<file path="src/rtl/assert_macros.svh">
`ifndef ASSERT_MACROS_SVH
`define ASSERT_MACROS_SVH

// concurrent check on the rising clock edge, off while reset is asserted
`define FFHA_ASSERT(label, prop, msg) \
	label: assert property (@(posedge clk) disable iff (!arst_n) prop) else $error(msg);

// implication checked in the following cycle
`define FFHA_ASSERT_NEXT(label, ante, cons, msg) \
	label: assert property (@(posedge clk) disable iff (!arst_n) (ante) |=> (cons)) \
		else $error(msg);

`endif

</file>
<file path="src/rtl/ffha_pkg.sv">
`default_nettype none

package ffha_pkg;

	localparam int HOLES     = 16;
	localparam int SIZE_BITS = 16;
	localparam int IDX_BITS  = (HOLES > 1) ? $clog2(HOLES) : 1;
	localparam int CNT_BITS  = $clog2(HOLES + 1);

	typedef logic [SIZE_BITS-1:0] size_t;
	typedef logic [IDX_BITS-1:0]  idx_t;
	typedef logic [CNT_BITS-1:0]  cnt_t;

	typedef enum logic [1:0] {
		OP_LOAD  = 2'd0,
		OP_ALLOC = 2'd1,
		OP_READ  = 2'd2,
		OP_NONE  = 2'd3
	} op_t;

	typedef enum logic [1:0] {
		ST_IDLE,
		ST_READ,
		ST_SCAN
	} state_t;

	typedef struct packed {
		size_t loaded_size;
		size_t free_size;
	} entry_t;

	typedef struct packed {
		logic   en;
		idx_t   addr;
		entry_t data;
	} wr_req_t;

endpackage

`default_nettype wire

</file>
<file path="src/rtl/first_fit_hole_allocator.sv">
// channel   | signals                                          | transfer
// ----------+--------------------------------------------------+-----------------------
// command   | start, busy, operation, hole_index, amount       | start high, busy low
// result    | done, granted, chosen_hole, remaining_size,      | done high, one cycle
//           | original_size                                    |
// config    | cfg_we, cfg_wdata (hole_count)                   | cfg_we high
//
// load, unused code and out-of-range read: result in the cycle after the transfer, no busy
// read: one table read; the entry is registered in the table, then in the result registers
// allocate: table scanned one entry per cycle, busy during the scan
// allocate: result in the cycle busy falls
// reset clears control state and hole_count; table contents undefined until loaded
// the receiver cannot stall: each result sits on the ports for exactly one cycle
`default_nettype none

`include "assert_macros.svh"

module first_fit_hole_allocator (
	input  wire        clk,
	input  wire        arst_n,
	input  wire        start,
	output logic       busy,
	input  wire [1:0]  operation,
	input  wire [3:0]  hole_index,
	input  wire [15:0] amount,
	input  wire        cfg_we,
	input  wire [4:0]  cfg_wdata,
	output logic       done,
	output logic       granted,
	output logic [3:0] chosen_hole,
	output logic [15:0] remaining_size,
	output logic [15:0] original_size
);
	import ffha_pkg::*;

	state_t  state_q, state_d;
	cnt_t    hole_count_q;
	cnt_t    ptr_q, ptr_d;
	logic    vld_s1, vld_d;
	idx_t    addr_s1, addr_d;
	idx_t    idx_q, idx_d;
	size_t   amt_q, amt_d;

	logic        done_q, done_d;
	logic        granted_q, granted_d;
	logic [3:0]  chosen_q, chosen_d;
	size_t       rem_q, rem_d;
	size_t       orig_q, orig_d;

	wr_req_t wr;
	idx_t    raddr;
	entry_t  rdata;
	logic    idx_ok;
	logic    fit;
	logic    issue;
	size_t   amt_in;
	size_t   new_free;

	ffha_table u_table (
		.clk   (clk),
		.wr    (wr),
		.raddr (raddr),
		.rdata (rdata)
	);

	assign amt_in   = SIZE_BITS'(amount);
	assign idx_ok   = (32'(hole_index) < HOLES);
	assign fit      = vld_s1 && (amt_q <= rdata.free_size);
	assign issue    = (ptr_q < hole_count_q);
	assign new_free = rdata.free_size - amt_q;

	always_comb begin
		state_d   = state_q;
		ptr_d     = ptr_q;
		vld_d     = vld_s1;
		addr_d    = addr_s1;
		idx_d     = idx_q;
		amt_d     = amt_q;
		done_d    = 1'b0;
		granted_d = granted_q;
		chosen_d  = chosen_q;
		rem_d     = rem_q;
		orig_d    = orig_q;
		wr        = '0;
		raddr     = (state_q == ST_SCAN) ? IDX_BITS'(ptr_q) : IDX_BITS'(hole_index);

		case (state_q)
			ST_IDLE: begin
				if (start) begin
					idx_d = IDX_BITS'(hole_index);
					amt_d = amt_in;
					case (op_t'(operation))
						OP_LOAD: begin
							wr.en     = idx_ok;
							wr.addr   = IDX_BITS'(hole_index);
							wr.data   = '{loaded_size: amt_in, free_size: amt_in};
							done_d    = 1'b1;
							granted_d = 1'b0;
							chosen_d  = hole_index;
							rem_d     = amt_in;
							orig_d    = amt_in;
						end
						OP_ALLOC: begin
							ptr_d   = '0;
							vld_d   = 1'b0;
							state_d = ST_SCAN;
						end
						OP_READ: begin
							if (idx_ok) begin
								state_d = ST_READ;
							end else begin
								done_d    = 1'b1;
								granted_d = 1'b0;
								chosen_d  = '0;
								rem_d     = '0;
								orig_d    = '0;
							end
						end
						default: begin
							done_d    = 1'b1;
							granted_d = 1'b0;
							chosen_d  = '0;
							rem_d     = '0;
							orig_d    = '0;
						end
					endcase
				end
			end
			ST_READ: begin
				done_d    = 1'b1;
				granted_d = 1'b0;
				chosen_d  = 4'(idx_q);
				rem_d     = rdata.free_size;
				orig_d    = rdata.loaded_size;
				state_d   = ST_IDLE;
			end
			ST_SCAN: begin
				if (fit) begin
					wr.en     = 1'b1;
					wr.addr   = addr_s1;
					wr.data   = '{loaded_size: rdata.loaded_size, free_size: new_free};
					done_d    = 1'b1;
					granted_d = 1'b1;
					chosen_d  = 4'(addr_s1);
					rem_d     = new_free;
					orig_d    = rdata.loaded_size;
					vld_d     = 1'b0;
					state_d   = ST_IDLE;
				end else if (!vld_s1 && !issue) begin
					done_d    = 1'b1;
					granted_d = 1'b0;
					chosen_d  = '0;
					rem_d     = '0;
					orig_d    = '0;
					state_d   = ST_IDLE;
				end else begin
					vld_d  = issue;
					addr_d = IDX_BITS'(ptr_q);
					if (issue) begin
						ptr_d = ptr_q + cnt_t'(1);
					end
				end
			end
			default: begin
				state_d = ST_IDLE;
			end
		endcase
	end

	always_ff @(posedge clk or negedge arst_n) begin
		if (!arst_n) begin
			state_q <= ST_IDLE;
		end else begin
			state_q <= state_d;
		end
	end

	always_ff @(posedge clk or negedge arst_n) begin
		if (!arst_n) begin
			hole_count_q <= '0;
			done_q       <= 1'b0;
			vld_s1       <= 1'b0;
			ptr_q        <= '0;
		end else begin
			if (cfg_we) begin
				hole_count_q <= (32'(cfg_wdata) > HOLES) ? CNT_BITS'(HOLES)
				                                         : CNT_BITS'(cfg_wdata);
			end
			done_q <= done_d;
			vld_s1 <= vld_d;
			ptr_q  <= ptr_d;
		end
	end

	always_ff @(posedge clk) begin
		addr_s1   <= addr_d;
		idx_q     <= idx_d;
		amt_q     <= amt_d;
		granted_q <= granted_d;
		chosen_q  <= chosen_d;
		rem_q     <= rem_d;
		orig_q    <= orig_d;
	end

	assign busy           = (state_q != ST_IDLE);
	assign done           = done_q;
	assign granted        = granted_q;
	assign chosen_hole    = chosen_q;
	assign remaining_size = 16'(rem_q);
	assign original_size  = 16'(orig_q);

	// every transfer leads to a result or to a busy block
	`FFHA_ASSERT_NEXT(a_accept_progress, start && !busy, busy || done_q, "transfer lost")

	// a grant names a hole inside the scanned range
	`FFHA_ASSERT(a_grant_in_range, (done_q && granted_q) |-> (5'(chosen_q) < 5'(hole_count_q)), "grant outside hole_count")

	// a table write during the scan is always the granted hole
	`FFHA_ASSERT_NEXT(a_scan_write_grants, (state_q == ST_SCAN) && wr.en, done_q && granted_q, "scan write without grant")

	// the scan never runs past the hole count
	`FFHA_ASSERT(a_ptr_bound, (state_q == ST_SCAN) |-> (ptr_q <= hole_count_q), "scan pointer overrun")

endmodule

`default_nettype wire

</file>
<file path="src/rtl/ffha_table.sv">
`default_nettype none

module ffha_table (
	input  wire                    clk,
	input  wire ffha_pkg::wr_req_t wr,
	input  wire ffha_pkg::idx_t    raddr,
	output ffha_pkg::entry_t       rdata
);
	import ffha_pkg::*;

	entry_t mem_q [HOLES];
	entry_t rdata_q;

	always_ff @(posedge clk) begin
		if (wr.en) begin
			mem_q[wr.addr] <= wr.data;
		end
		rdata_q <= mem_q[raddr];
	end

	assign rdata = rdata_q;

endmodule

`default_nettype wire
</file>
<file path="config.mk">
export PLATFORM = sky130hd
export DESIGN_NAME = first_fit_hole_allocator
export DESIGN_NICKNAME = d
export VERILOG_FILES = /design/src/rtl/ffha_pkg.sv /design/src/rtl/first_fit_hole_allocator.sv /design/src/rtl/ffha_table.sv
export VERILOG_INCLUDE_DIRS = /design/src /design/src/rtl
export SDC_FILE = /design/constraint.sdc
export NUM_CORES = 1
export LEC_CHECK = 0
export ABC_AREA = 1
export BUFFER_PORTS_ARGS = -buffer_cell sky130_fd_sc_hd__buf_2
export CAP_MARGIN = 20
export CELL_PAD_IN_SITES_DETAIL_PLACEMENT = 1
export CELL_PAD_IN_SITES_GLOBAL_PLACEMENT = 1
export CORE_MARGIN = 5
export CORE_UTILIZATION = 45
export CTS_CLUSTER_DIAMETER = 100
export CTS_CLUSTER_SIZE = 25
export DETAILED_ROUTE_END_ITERATION = 6
export GPL_TIMING_DRIVEN = 0
export PLACE_DENSITY_LB_ADDON = 0.1
export SLEW_MARGIN = 20
export SYNTH_ARGS = -nofsm -noshare
export SYNTH_HDL_FRONTEND = slang
export SYNTH_SLANG_ARGS = --single-unit
</file>
<file path="constraint.sdc">
create_clock -name clk -period 4.4 [get_ports clk]
set_clock_uncertainty 0.05 [all_clocks]
set_input_delay 0.44 -clock clk [delete_from_list [all_inputs] [get_ports clk]]
set_output_delay 0.44 -clock clk [all_outputs]
set_load 0.02 [all_outputs]
</file>
# Word-level counts from Yosys, hierarchy flattened
# Memory sizes are Yosys's and may differ from the RTL's. A register that Yosys moved wholly into a read port is not among the register bits.
# Index checks and enable logic that the tools add are counted.
[classes] n_addsub=2 mul=0 div_mod_pow=0 magnitude_cmp=3 eq_ne=13 shifts=0 n_mux=46 n_bitwise=2 reduce_logical=16
[ops] cell="37-bit two-way mux" count=3
[ops] cell="16-bit one-hot mux with 3 select lines" count=2
[ops] cell="37-bit one-hot mux with 2 select lines" count=1
[ops] cell="16-bit two-way mux" count=4
[ops] cell="16-bit one-hot mux with 2 select lines" count=1
[ops] cell="5-bit two-way mux" count=6
[ops] cell="16-bit <= comparator" count=1
[ops] cell="4-bit two-way mux" count=4
[ops] cell="16-bit subtractor" count=1
[ops] cell="1-bit two-way mux" count=14
[ops] cell="4-bit one-hot mux with 3 select lines" count=1
[ops] cell="2-bit != test (second input constant)" count=5
[ops] cell="5-bit one-hot mux with 2 select lines" count=1
[ops] cell="2-bit one-hot mux with 2 select lines" count=2
[ops] cell="4-bit one-hot mux with 2 select lines" count=1
[ops] cell="4-bit AND reduction" count=2
[ops] cell="2-bit two-way mux" count=3
[ops] cell="1-bit one-hot mux with 3 select lines" count=2
[ops] cell="3-bit AND reduction" count=2
[ops] cell="6-bit AND reduction" count=1
[ops] cell="5-bit by 1-bit adder with 5-bit output (second input constant)" count=1
[ops] cell="5-bit greater-than comparator (second input constant)" count=1
[ops] cell="5-bit < comparator" count=1
[ops] cell="2-bit by 1-bit equality test with 1-bit output (second input constant)" count=2
[ops] cell="other kinds (14)" count=20
[word_totals] register_bits=75 latchBits=0 ramBits=512 romBits=0 inputBits=31 memories=1
[memory_table] name="u_table.mem_q" depth=16 word_bits=32 rd=1 rd_clocked_by_memory_dff=1 wr=1 line="ffha_table.sv:11" text="entry_t mem_q [HOLES];"

# Depth between registers and ports, before layout
# Gate-level depths: netlist of run 1.
[logic_depth] ltp_word=6 ltp_mapped=17 depth_no_buf=16

# Modules after synthesis
# From an unflattened synthesis of run 1, not the netlist that was laid out.
[hier_totals] cells_unflattened=2719 hier_area_um2=27530.2
[by_module_without_submodules] mod="ffha_table" n_inst=1 cells_each=2120 area_each_um2=22730.6
[by_module_without_submodules] mod="first_fit_hole_allocator" n_inst=1 cells_each=599 area_each_um2=4799.6

# Worst setup path before layout of run 1
# OpenSTA, ideal clock, no wires.
[synth_path] path_type="register -> register" start="reg amt_q[0]" end="reg chosen_q[0] (netlist: chosen_hole[0]), enable pin" setup_time_ns=0.444 arrival_ns=3.332 slack_ns=0.575 stages_incl_launch_ff=14 cell_sequence="edfxtp_1 ha_1 inv_1 fa_1 nand2_1 nand2_1 nand3_2 nand3_2 nand2_2 nand2_4 nand2_1 nand3_1 nand2_1 a21oi_1"
[synth_via] elab_chain_len=4
[synth_rtl] item="start, declared" line="first_fit_hole_allocator.sv:42" text="size_t amt_q, amt_d;"
[synth_rtl] item="start signal, assigned" line="first_fit_hole_allocator.sv:198" text="amt_q <= amt_d;"
[synth_rtl] item="16-bit <= comparator" line="first_fit_hole_allocator.sv:68" text="assign fit = vld_s1 && (amt_q <= rdata.free_size);"
[synth_rtl] item="1-bit logical AND" line="first_fit_hole_allocator.sv:68"
[synth_rtl] item="3-bit by 2-bit != test with 1-bit output (no source line)"
[synth_rtl] item="4-bit AND reduction (no source line)"
[synth_rtl] item="end signal, assigned" line="first_fit_hole_allocator.sv:200" text="chosen_q <= chosen_d;"
[synth_rtl] item="end, declared" line="first_fit_hole_allocator.sv:46" text="logic [3:0] chosen_q, chosen_d;"
# No other way between the ends.
# A chain may end at the register's enable or synchronous reset.

# Final worst setup path of run 1
[layout_path] start="reg u_table.rdata[0] (netlist name)" end="mem u_table.mem_q[4][6] (netlist name), enable pin"
[layout_via] elab_chain_len=6
[layout_rtl] item="16-bit <= comparator *" line="first_fit_hole_allocator.sv:68"
[layout_rtl] item="1-bit logical AND *" line="first_fit_hole_allocator.sv:68"
[layout_rtl] item="37-bit two-way mux *" line="first_fit_hole_allocator.sv:138" text="if (fit) begin"
[layout_rtl] item="37-bit one-hot mux with 2 select lines *" line="first_fit_hole_allocator.sv:87" text="case (state_q)"
[layout_rtl] item="1-bit two-way mux" line="ffha_table.sv:15" text="if (wr.en) begin"
[layout_rtl] item="1-bit two-way mux (implied by the code)" line="ffha_table.sv:16" text="mem_q[wr.addr] <= wr.data;"
[layout_rtl] item="end, declared" line="ffha_table.sv:11"
# Mark *: on every way between the ends. The rest lies on a longest branch, timed or not.

==> metrics.cfg, run 1 <==
[power_and_ir_drop]
power_mw = 18.34
p_leak_nw = 11.64
p_per_area_nw_per_um2 = 612.5
ir_drop_v = 0.0005099

[global_route]
met3_usage_pct = 3.062
grt_max_degree = 27
grt_pass1_vias = 18750
top_usage_layer = met2
met2_usage_pct = 46.40
antenna_found_initial = 3
grt_pass1_wl_um = 128700
overflow = 0
grt_use_met1_pct = 38.55
track_usage_pct = 27.66

[cells_and_area]
area_growth_pct = 14.32
finalNetCount = 2492
n_antenna_cell = 0
fin_cells = 3221
drive_gt1_share_pct = 12.95
fill_cells = 6054

[timing]
drv_slew = 0
slew-limit-headroom_pct = 29.45
worst_slew_pin_slew_ps = 1058
fmax_ghz = 0.2729
rsz0062_at_grt = false
setup_ws_ps = 736.2
finalSetupViolCount = 0
hold_violations = 0
fin_crit_sh_pct = 83.27
finalCriticalPeriod_ps = 3664

[min_path]
min_path_type = input pin to flop

[synth]
syn_area_um2 = 26200
synthCells = 2251
yosysTopAreaCell = edfxtp_1
synth_cell_types = 46
ys_seq_elements = 619
syn_nets = 2311
ys_warn_count = 0
yosys.area.top_type_share_pct = 65.68
ys_top_cells_by_area = edfxtp_1, inv_1, nand2_1
syn_area_per_cell_um2 = 11.64
yosysSeqAreaShare_pct = 69.46

[drt]
vias_per_cell = 5.738
drtIter0Drc = 1778
remaining_drc_errors = 0
drtAntennaViolNets = 0
drt-pass1-iter-count = 5
totalWireLength_um = 89260
vias = 18480
wl_per_cell_um = 27.71

[clock_tree]
cts_buffers = 30
insertion_delay_ps = 650
cts_sinks = 619
htree_num_levels = 1
cts_tree = done
cts-root-buf = clkbuf_16
clk_path_buf_depth = 3
clk_pin_slew_ps = 100
cts_setup_buffers = 0

[setup_path]
path_class = flop to flop
crit_slowest_cell = nor2_4
end_kind = flop
worstPathCellList = inv_1, ha_1, inv_1, fa_1, nand2_1, nand2_1, nand3_2, nand3_2, nand2_2, nand2_4, nand4_1, o21ai_1, inv_1, nand2_1, nor2_4, buf_12
worst_ep_arrival_time_ps = 3960
cp_max_fo = 17
required_ps = 4700
slowest_delay_ps = 700
cp-start-kind = flop

[placement]
post-place-cells = 3140
dpl_worst_slack_ps = 731.4
gp_congestion = 0.9005
hpwl_um = 63890
port_buffers = 69

[run]
cap_violations = 0

[floorplan]
num_io_pins = 70
rows = 88
dieArea_um2 = 63140
dieHeight_um = 251.3
die_w_um = 251.3
initial_core_util_pct = 45.41
core_um2 = 57700

[status]
outcome = finished clean

layout by cell type (no fill, tap or decap), drive strengths merged, types with 2 or more instances in the layout:
master	instances
edfxtp	573
inv	358
nand2	346
o21ai	223
buf	201
a21oi	199
nand3	157
clkbuf	91
o211ai	80
nor2	42
dfxtp	32
ha	28
o221ai	24
dlygate4sd3	24
o22ai	20
dfrtp	14
or2	8
nand4	6
o21bai	6
nand3b	4
clkinv	4
xor2	3
o31ai	3
bufinv	2
per-stage QoR:
stage               hold WS (ps)  setup TNS [ps]  cell area, µm²  util (%)
global placement           328.4         -916980           27500     47.67
finish                     27.80               0           29950     51.91
global route               15.14               0           29950     51.91
CTS                       0.4761               0           29940     51.89
floorplan                  94.41               0           26200         -
detailed placement         327.8               0           28740     49.82
cell usage after synthesis (all sizes together):
cell,count
xor2,3
o22ai,20
dfxtp,32
nand3,157
buf,76
ha,28
o41ai,1
clkinv,1
nand4,6
a21boi,1
nand3b,4
o31ai,3
xnor2,1
or2,8
dfrtp,14
a21o,1
o221ai,24
clkbuf,43
edfxtp,573
o21ai,223
nand2,346
a22oi,1
a21oi,199
fa,1
inv,356
o211ai,80
nor2,42
o21bai,6
nor3,1
area by class of cell:
class	count	area (µm²)	area share, %
Sequential cell	619	18200	60.76
Multi-Input combinational cell	1156	6342	21.18
Timing Repair Buffer	149	1569	5.239
Inverter	357	1343	4.483
Tap cell	765	957.2	3.196
Clock buffer	48	818.3	2.732
Buffer	119	586.8	1.959
Clock inverter	8	136.4	0.4554
sequential cells by signal (all words and copies together), names as in the netlist:
register and flops:
u_table.mem_q 512, u_table.rdata 32, amt_q 16, original_size 16, remaining_size 16, hole_count_q 5
ptr_q 5, addr_s1 4, chosen_hole 4, idx_q 4, state_q 2, done 1
granted 1, vld_s1 1
critical path, delay by kind of cell (launching register included):
family,cells,cell delay (ps)
and+or+nand+nor,9,1660
buffers and inverters,4,590
adders and majority gates,2,580
DFF,1,320
AOI/OAI and AO/OA,1,170
layer usage:
layer	part of all wire, %	vias to the layer above
met1	42	9452
met2	48	696
met5	0.015	-
li1	-	8202
met3	6.9	131
met4	3.3	2
cell families (layout without fill, tap and decap cells):
group | count (synthesis) | in the layout | synth area share [%]
AOI/OAI and AO/OA | 559 | 559 | 12.18
xor gates and xnor gates | 4 | 4 | 0.1337
adders and majority gates | 29 | 29 | 1.414
buffers and inverters | 476 | 681 | 7.364
DFF | 619 | 619 | 69.46
and+or+nand+nor | 564 | 564 | 9.447
timing repair:
| action | in CTS | in global routing |
|---|---|---|
| hold buffers | 24 | 0 |
| gates resized for setup | 0 | 0 |
| endpoints found under the hold margin | 36 | 0 |
power breakdown:
group          switching (mW)  internal, mW
Clock                    1.92          1.43
Combinational            5.52          1.98
Sequential              0.233          7.25
Total                    7.67          10.7
worst paths after layout:
check / slack, ps / depth (start not counted) / end / from
max: 740 / 16 / u_table.mem_q[4][6]$_DFFE_PP_ / u_table.rdata[0]$_DFF_P_
min in group asynchronous: 200 / 2 / ptr_q[0]$_DFFE_PN0P_ / arst_n
max reg2reg: 740 / 16 / u_table.mem_q[4][6]$_DFFE_PP_ / u_table.rdata[0]$_DFF_P_
min: 30 / 3 / hole_count_q[0]$_DFFE_PN0P_ / cfg_wdata[0]
min reg2reg: 450 / 2 / hole_count_q[0]$_DFFE_PN0P_ / hole_count_q[0]$_DFFE_PN0P_
max in group asynchronous: 3840 / 2 / hole_count_q[4]$_DFFE_PN0P_ / arst_n
No activity file was read; power rests on OpenSTA's default activity.
==> run 2, diff against run 1 <==
- ABC_AREA: 1 -> 0
- clock period: 4.4 -> 2.9 ns (I/O delays scaled with it)
==> run 2 against run 1 <==
Effect of this change: the flow now finishes with violations (negative setup slack); synthesized cell count is 38% lower; utilization is 3.0 points higher; global-route usage is 2.5 points lower; sequential power is 47% higher; register-to-register slack worse by 1400 ps; routed wire length is 13% lower; area after synthesis is 4.4% lower; non-clock buffer count is 31 higher; maximum frequency is 4.0% higher; worst setup slack worse by 1400 ps; power is 25% higher; sequential share of layout area is 0.58 points lower; critical endpoint is now u_table.mem_q[1][26]$_DFFE_PP_; highest routed layer is now met4.
==> metrics.cfg, run 2 <==
[status]
outcome = finished, violations left  ; was finished clean
violations = negative setup slack

[drt]
remaining_drc_errors = 0  ; unchanged
drt-pass1-iter-count = 5  ; unchanged
totalWireLength_um = 77770  ; was 89,260 µm
vias_per_cell = 6.074  ; was 5.738
drtAntennaViolNets = 0  ; unchanged
wl_per_cell_um = 31.91  ; was 27.71 µm
drtIter0Drc = 1810  ; was 1,778
vias = 14800  ; was 18.48k

[power_and_ir_drop]
p_sw_share_pct = 32.99  ; was 41.84%
p_int_mw = 15.42  ; was 10.67 mW
combPwrFrac_pct = 31.7  ; was 40.9%
switchingPower_mw = 7.590  ; was 7.675 mW
ir_drop_v = 0.0004725  ; was 0.0005099 V
seqPwrFrac_pct = 47.7  ; was 40.8%
power_mw = 23.01  ; was 18.34 mW
p_per_area_nw_per_um2 = 760.8  ; was 612.5 nW/µm²
p_leak_nw = 10.39  ; was 11.64 nW
p_clk_share_pct = 20.6  ; was 18.3%

[synth]
ys_seq_elements = 619  ; unchanged
async_flop_share_pct = 2.262  ; unchanged
synthCells = 1406  ; was 2,251
synth_cell_types = 73  ; was 46
ys_warn_count = 0  ; unchanged
ys_top_cells_by_area = edfxtp_1, mux4_2, dfxtp_1  ; was edfxtp_1, inv_1, nand2_1
synth_flop_cell = edfxtp_1  ; unchanged
yosysSeqAreaShare_pct = 72.66  ; was 69.46%
synth-edff-count = 573  ; unchanged
syn_nets = 1466  ; was 2,311
yosysTopAreaCell = edfxtp_1  ; unchanged
syn_area_um2 = 25050  ; was 26,200 µm²
yosys.area.top_type_share_pct = 68.70  ; was 65.68%
synth.most_common_cell = edfxtp_1  ; unchanged
syn_area_per_cell_um2 = 17.81  ; was 11.64 µm²
synth_common_cells = edfxtp_1, nand2_1, mux4_2  ; was edfxtp_1, inv_1, nand2_1

[timing]
hold_violations = 0  ; unchanged
drv_slew = 0  ; unchanged
fmax_ghz = 0.2840  ; was 0.2729 GHz
setup_ws_ps = -621.4  ; was 736.2 ps
rsz0062_at_grt = true  ; was false
finalSetupViolCount = 1076  ; was 0
slew-limit-headroom_pct = 35.81  ; was 29.45%
finalCriticalPeriod_ps = 3521  ; was 3664 ps
worst_slew_pin_slew_ps = 962.9  ; was 1058 ps
fin_crit_sh_pct = 121.4  ; was 83.27%

[floorplan]
initial_core_util_pct = 45.46  ; was 45.41%
core_um2 = 55090  ; was 57,700 µm²
num_io_pins = 70  ; unchanged
rows = 86  ; was 88
dieHeight_um = 245.9  ; was 251.3 µm
dieArea_um2 = 60470  ; was 63,140 µm²
die_w_um = 245.9  ; was 251.3 µm

[placement]
placed_area_um2 = 27250  ; was 28,740 µm²
gp_congestion = 0.8460  ; was 0.9005
port_buffers = 68  ; was 69
hpwl_um = 49480  ; was 63,890 µm

[clock_tree]
insertion_delay_ps = 640  ; was 650 ps
clk_pin_slew_ps = 100  ; about the same
htree_num_levels = 1  ; unchanged
cts_buffers = 29  ; was 30
cts_tree = done  ; unchanged
clk_path_buf_depth = 3  ; unchanged
cts-root-buf = clkbuf_16  ; unchanged
cts_sinks = 619  ; unchanged

[global_route]
met2_usage_pct = 40.58  ; was 46.40%
grt_pass1_wl_um = 109500  ; was 128,700 µm
track_usage_pct = 25.15  ; was 27.66%
antenna_found_initial = 1  ; was 3
overflow = 0  ; unchanged
grt_max_degree = 27  ; unchanged
grt_use_met1_pct = 35.84  ; was 38.55%
met3_usage_pct = 3.391  ; was 3.062%
grt_pass1_vias = 15320  ; was 18.75k
top_usage_layer = met2  ; unchanged

[setup_path]
required_ps = 3170  ; was 4700 ps
end_kind = flop  ; unchanged
slowest_delay_ps = 410  ; was 700 ps
r2r_cells = 15  ; was 16
path_buf_inv = 6  ; was 4
worstPathCellList = inv_2, ha_4, inv_2, fa_2, a211oi_4, nor2_2, o211ai_4, buf_4, a311o_1, o21ai_0, o31a_2, buf_4, nor2_4, buf_16, buf_16  ; was inv_1, ha_1, inv_1, fa_1, nand2_1, nand2_1, nand3_2, nand3_2, nand2_2, nand2_4, nand4_1, o21ai_1, inv_1, nand2_1, nor2_4, buf_12
cp_max_fo = 11  ; was 17
worst_ep_arrival_time_ps = 3790  ; was 3960 ps
crit_slowest_cell = fa_2  ; was nor2_4
cp-start-kind = flop  ; unchanged
critPathTopFamily = compound AO/OA/AOI/OAI gates  ; was simple AND/OR/NAND/NOR gates
cp_num_cells = 15  ; was 16
path_class = flop to flop  ; unchanged

[min_path]
holdPathStages = 3  ; unchanged
min_path_type = input pin to flop  ; unchanged

[cells_and_area]
finalInstanceArea_um2 = 30240  ; was 29,950 µm²
n_antenna_cell = 0  ; unchanged
finalNetCount = 1728  ; was 2,492
area_growth_pct = 20.74  ; was 14.32%
mostFrequentLayoutCells = edfxtp_1, nand2_1, mux4_2  ; was edfxtp_1, inv_1, nand2_1
drive_gt1_share_pct = 29.43  ; was 12.95%
largest_register_ffs = 512  ; unchanged
largest-register = u_table.mem_q  ; unchanged
fill_cells = 5054  ; was 6,054
layout_commonest_cell = edfxtp_1  ; unchanged
utilization_pct = 54.89  ; was 51.91%

[run]
cap_violations = 0  ; unchanged

run 2: metal layers:
| metal | wire length, µm | up-vias |
|---|---|---|
| met4 | 2824 | 0 |
| li1 | - | 6136 |
| met3 | 5308 | 137 |
| met5 | 0 | - |
| met2 | 36900 | 598 |
| met1 | 32740 | 7931 |
run 2: worst paths after layout:
check / slack [ps] / from / to
worst max register to register: -620 / u_table.rdata[0]$_DFF_P_ / u_table.mem_q[1][26]$_DFFE_PP_
max in group asynchronous: 2500 / arst_n / hole_count_q[4]$_DFFE_PN0P_
worst min-delay path: 30 / cfg_we / hole_count_q[4]$_DFFE_PN0P_
min in group asynchronous: 50 / arst_n / done$_DFF_PN0_
worst min register to register: 520 / vld_s1$_DFFE_PN0P_ / vld_s1$_DFFE_PN0P_
worst max-delay path: -620 / u_table.rdata[0]$_DFF_P_ / u_table.mem_q[1][26]$_DFFE_PP_
run 2: through the flow:
step | hold slack, ps | setup slack, ps | instances | TNS, ps
after floorplan | -55.59 | -568.3 | 1406 | -169650
after global placement | 165.0 | -1620 | 2222 | -1022280
after detailed placement | 165.2 | -1151 | 2254 | -790300
after CTS | 3.883 | -477.1 | 2425 | -329420
after global routing | 64.71 | -652.3 | 2437 | -457800
final | 34.88 | -621.4 | 2437 | -395260
run 2: worst min-delay path, stage by stage:
cell	delay (ps)
clkbuf_1	180
nand2_1	100
o21ai_0	80
run 2: cell families (layout without fill, tap and decap cells):
kind of cell	Yosys count	count (layout)	synth area share, %
adder cells (fa/ha/maj)	29	29	1.479
flip-flops	619	619	72.66
AO/OA/AOI/OAI	224	224	6.505
multiplexers	135	135	11.82
XOR/XNOR	10	10	0.3497
buffers and inverters	110	388	2.068
AND/OR/NAND/NOR	279	284	5.121
run 2: power groups by stage:
stage | Clock [mW] | Combinational [mW] | Sequential, mW
floorplan | 0 | 3.87 | 11.2
global placement | 0 | 6.06 | 11.1
detailed placement | 0 | 6.27 | 11.1
CTS | 4.81 | 7.00 | 10.9
global route | 5.21 | 7.69 | 11.0
finish | 4.73 | 7.30 | 11.0
run 2: layout make-up:
cell class	count	area, µm²	share of cell area, %
Clock inverter	4	45.04	0.1490
Buffer	72	531.8	1.758
Timing Repair Buffer	227	2726	9.016
Multi-Input combinational cell	682	6857	22.67
Tap cell	748	935.9	3.095
Clock buffer	48	797.0	2.636
Inverter	37	147.6	0.4882
Sequential cell	619	18200	60.18
run 2: repair_timing:
action	CTS	global route
setup buffers	76	10
hold buffers	32	0
pin swaps	35	11
resized for setup	122	48
setup endpoints to repair	1125	1129
endpoints found under the hold margin	39	0
gates cloned	11	6
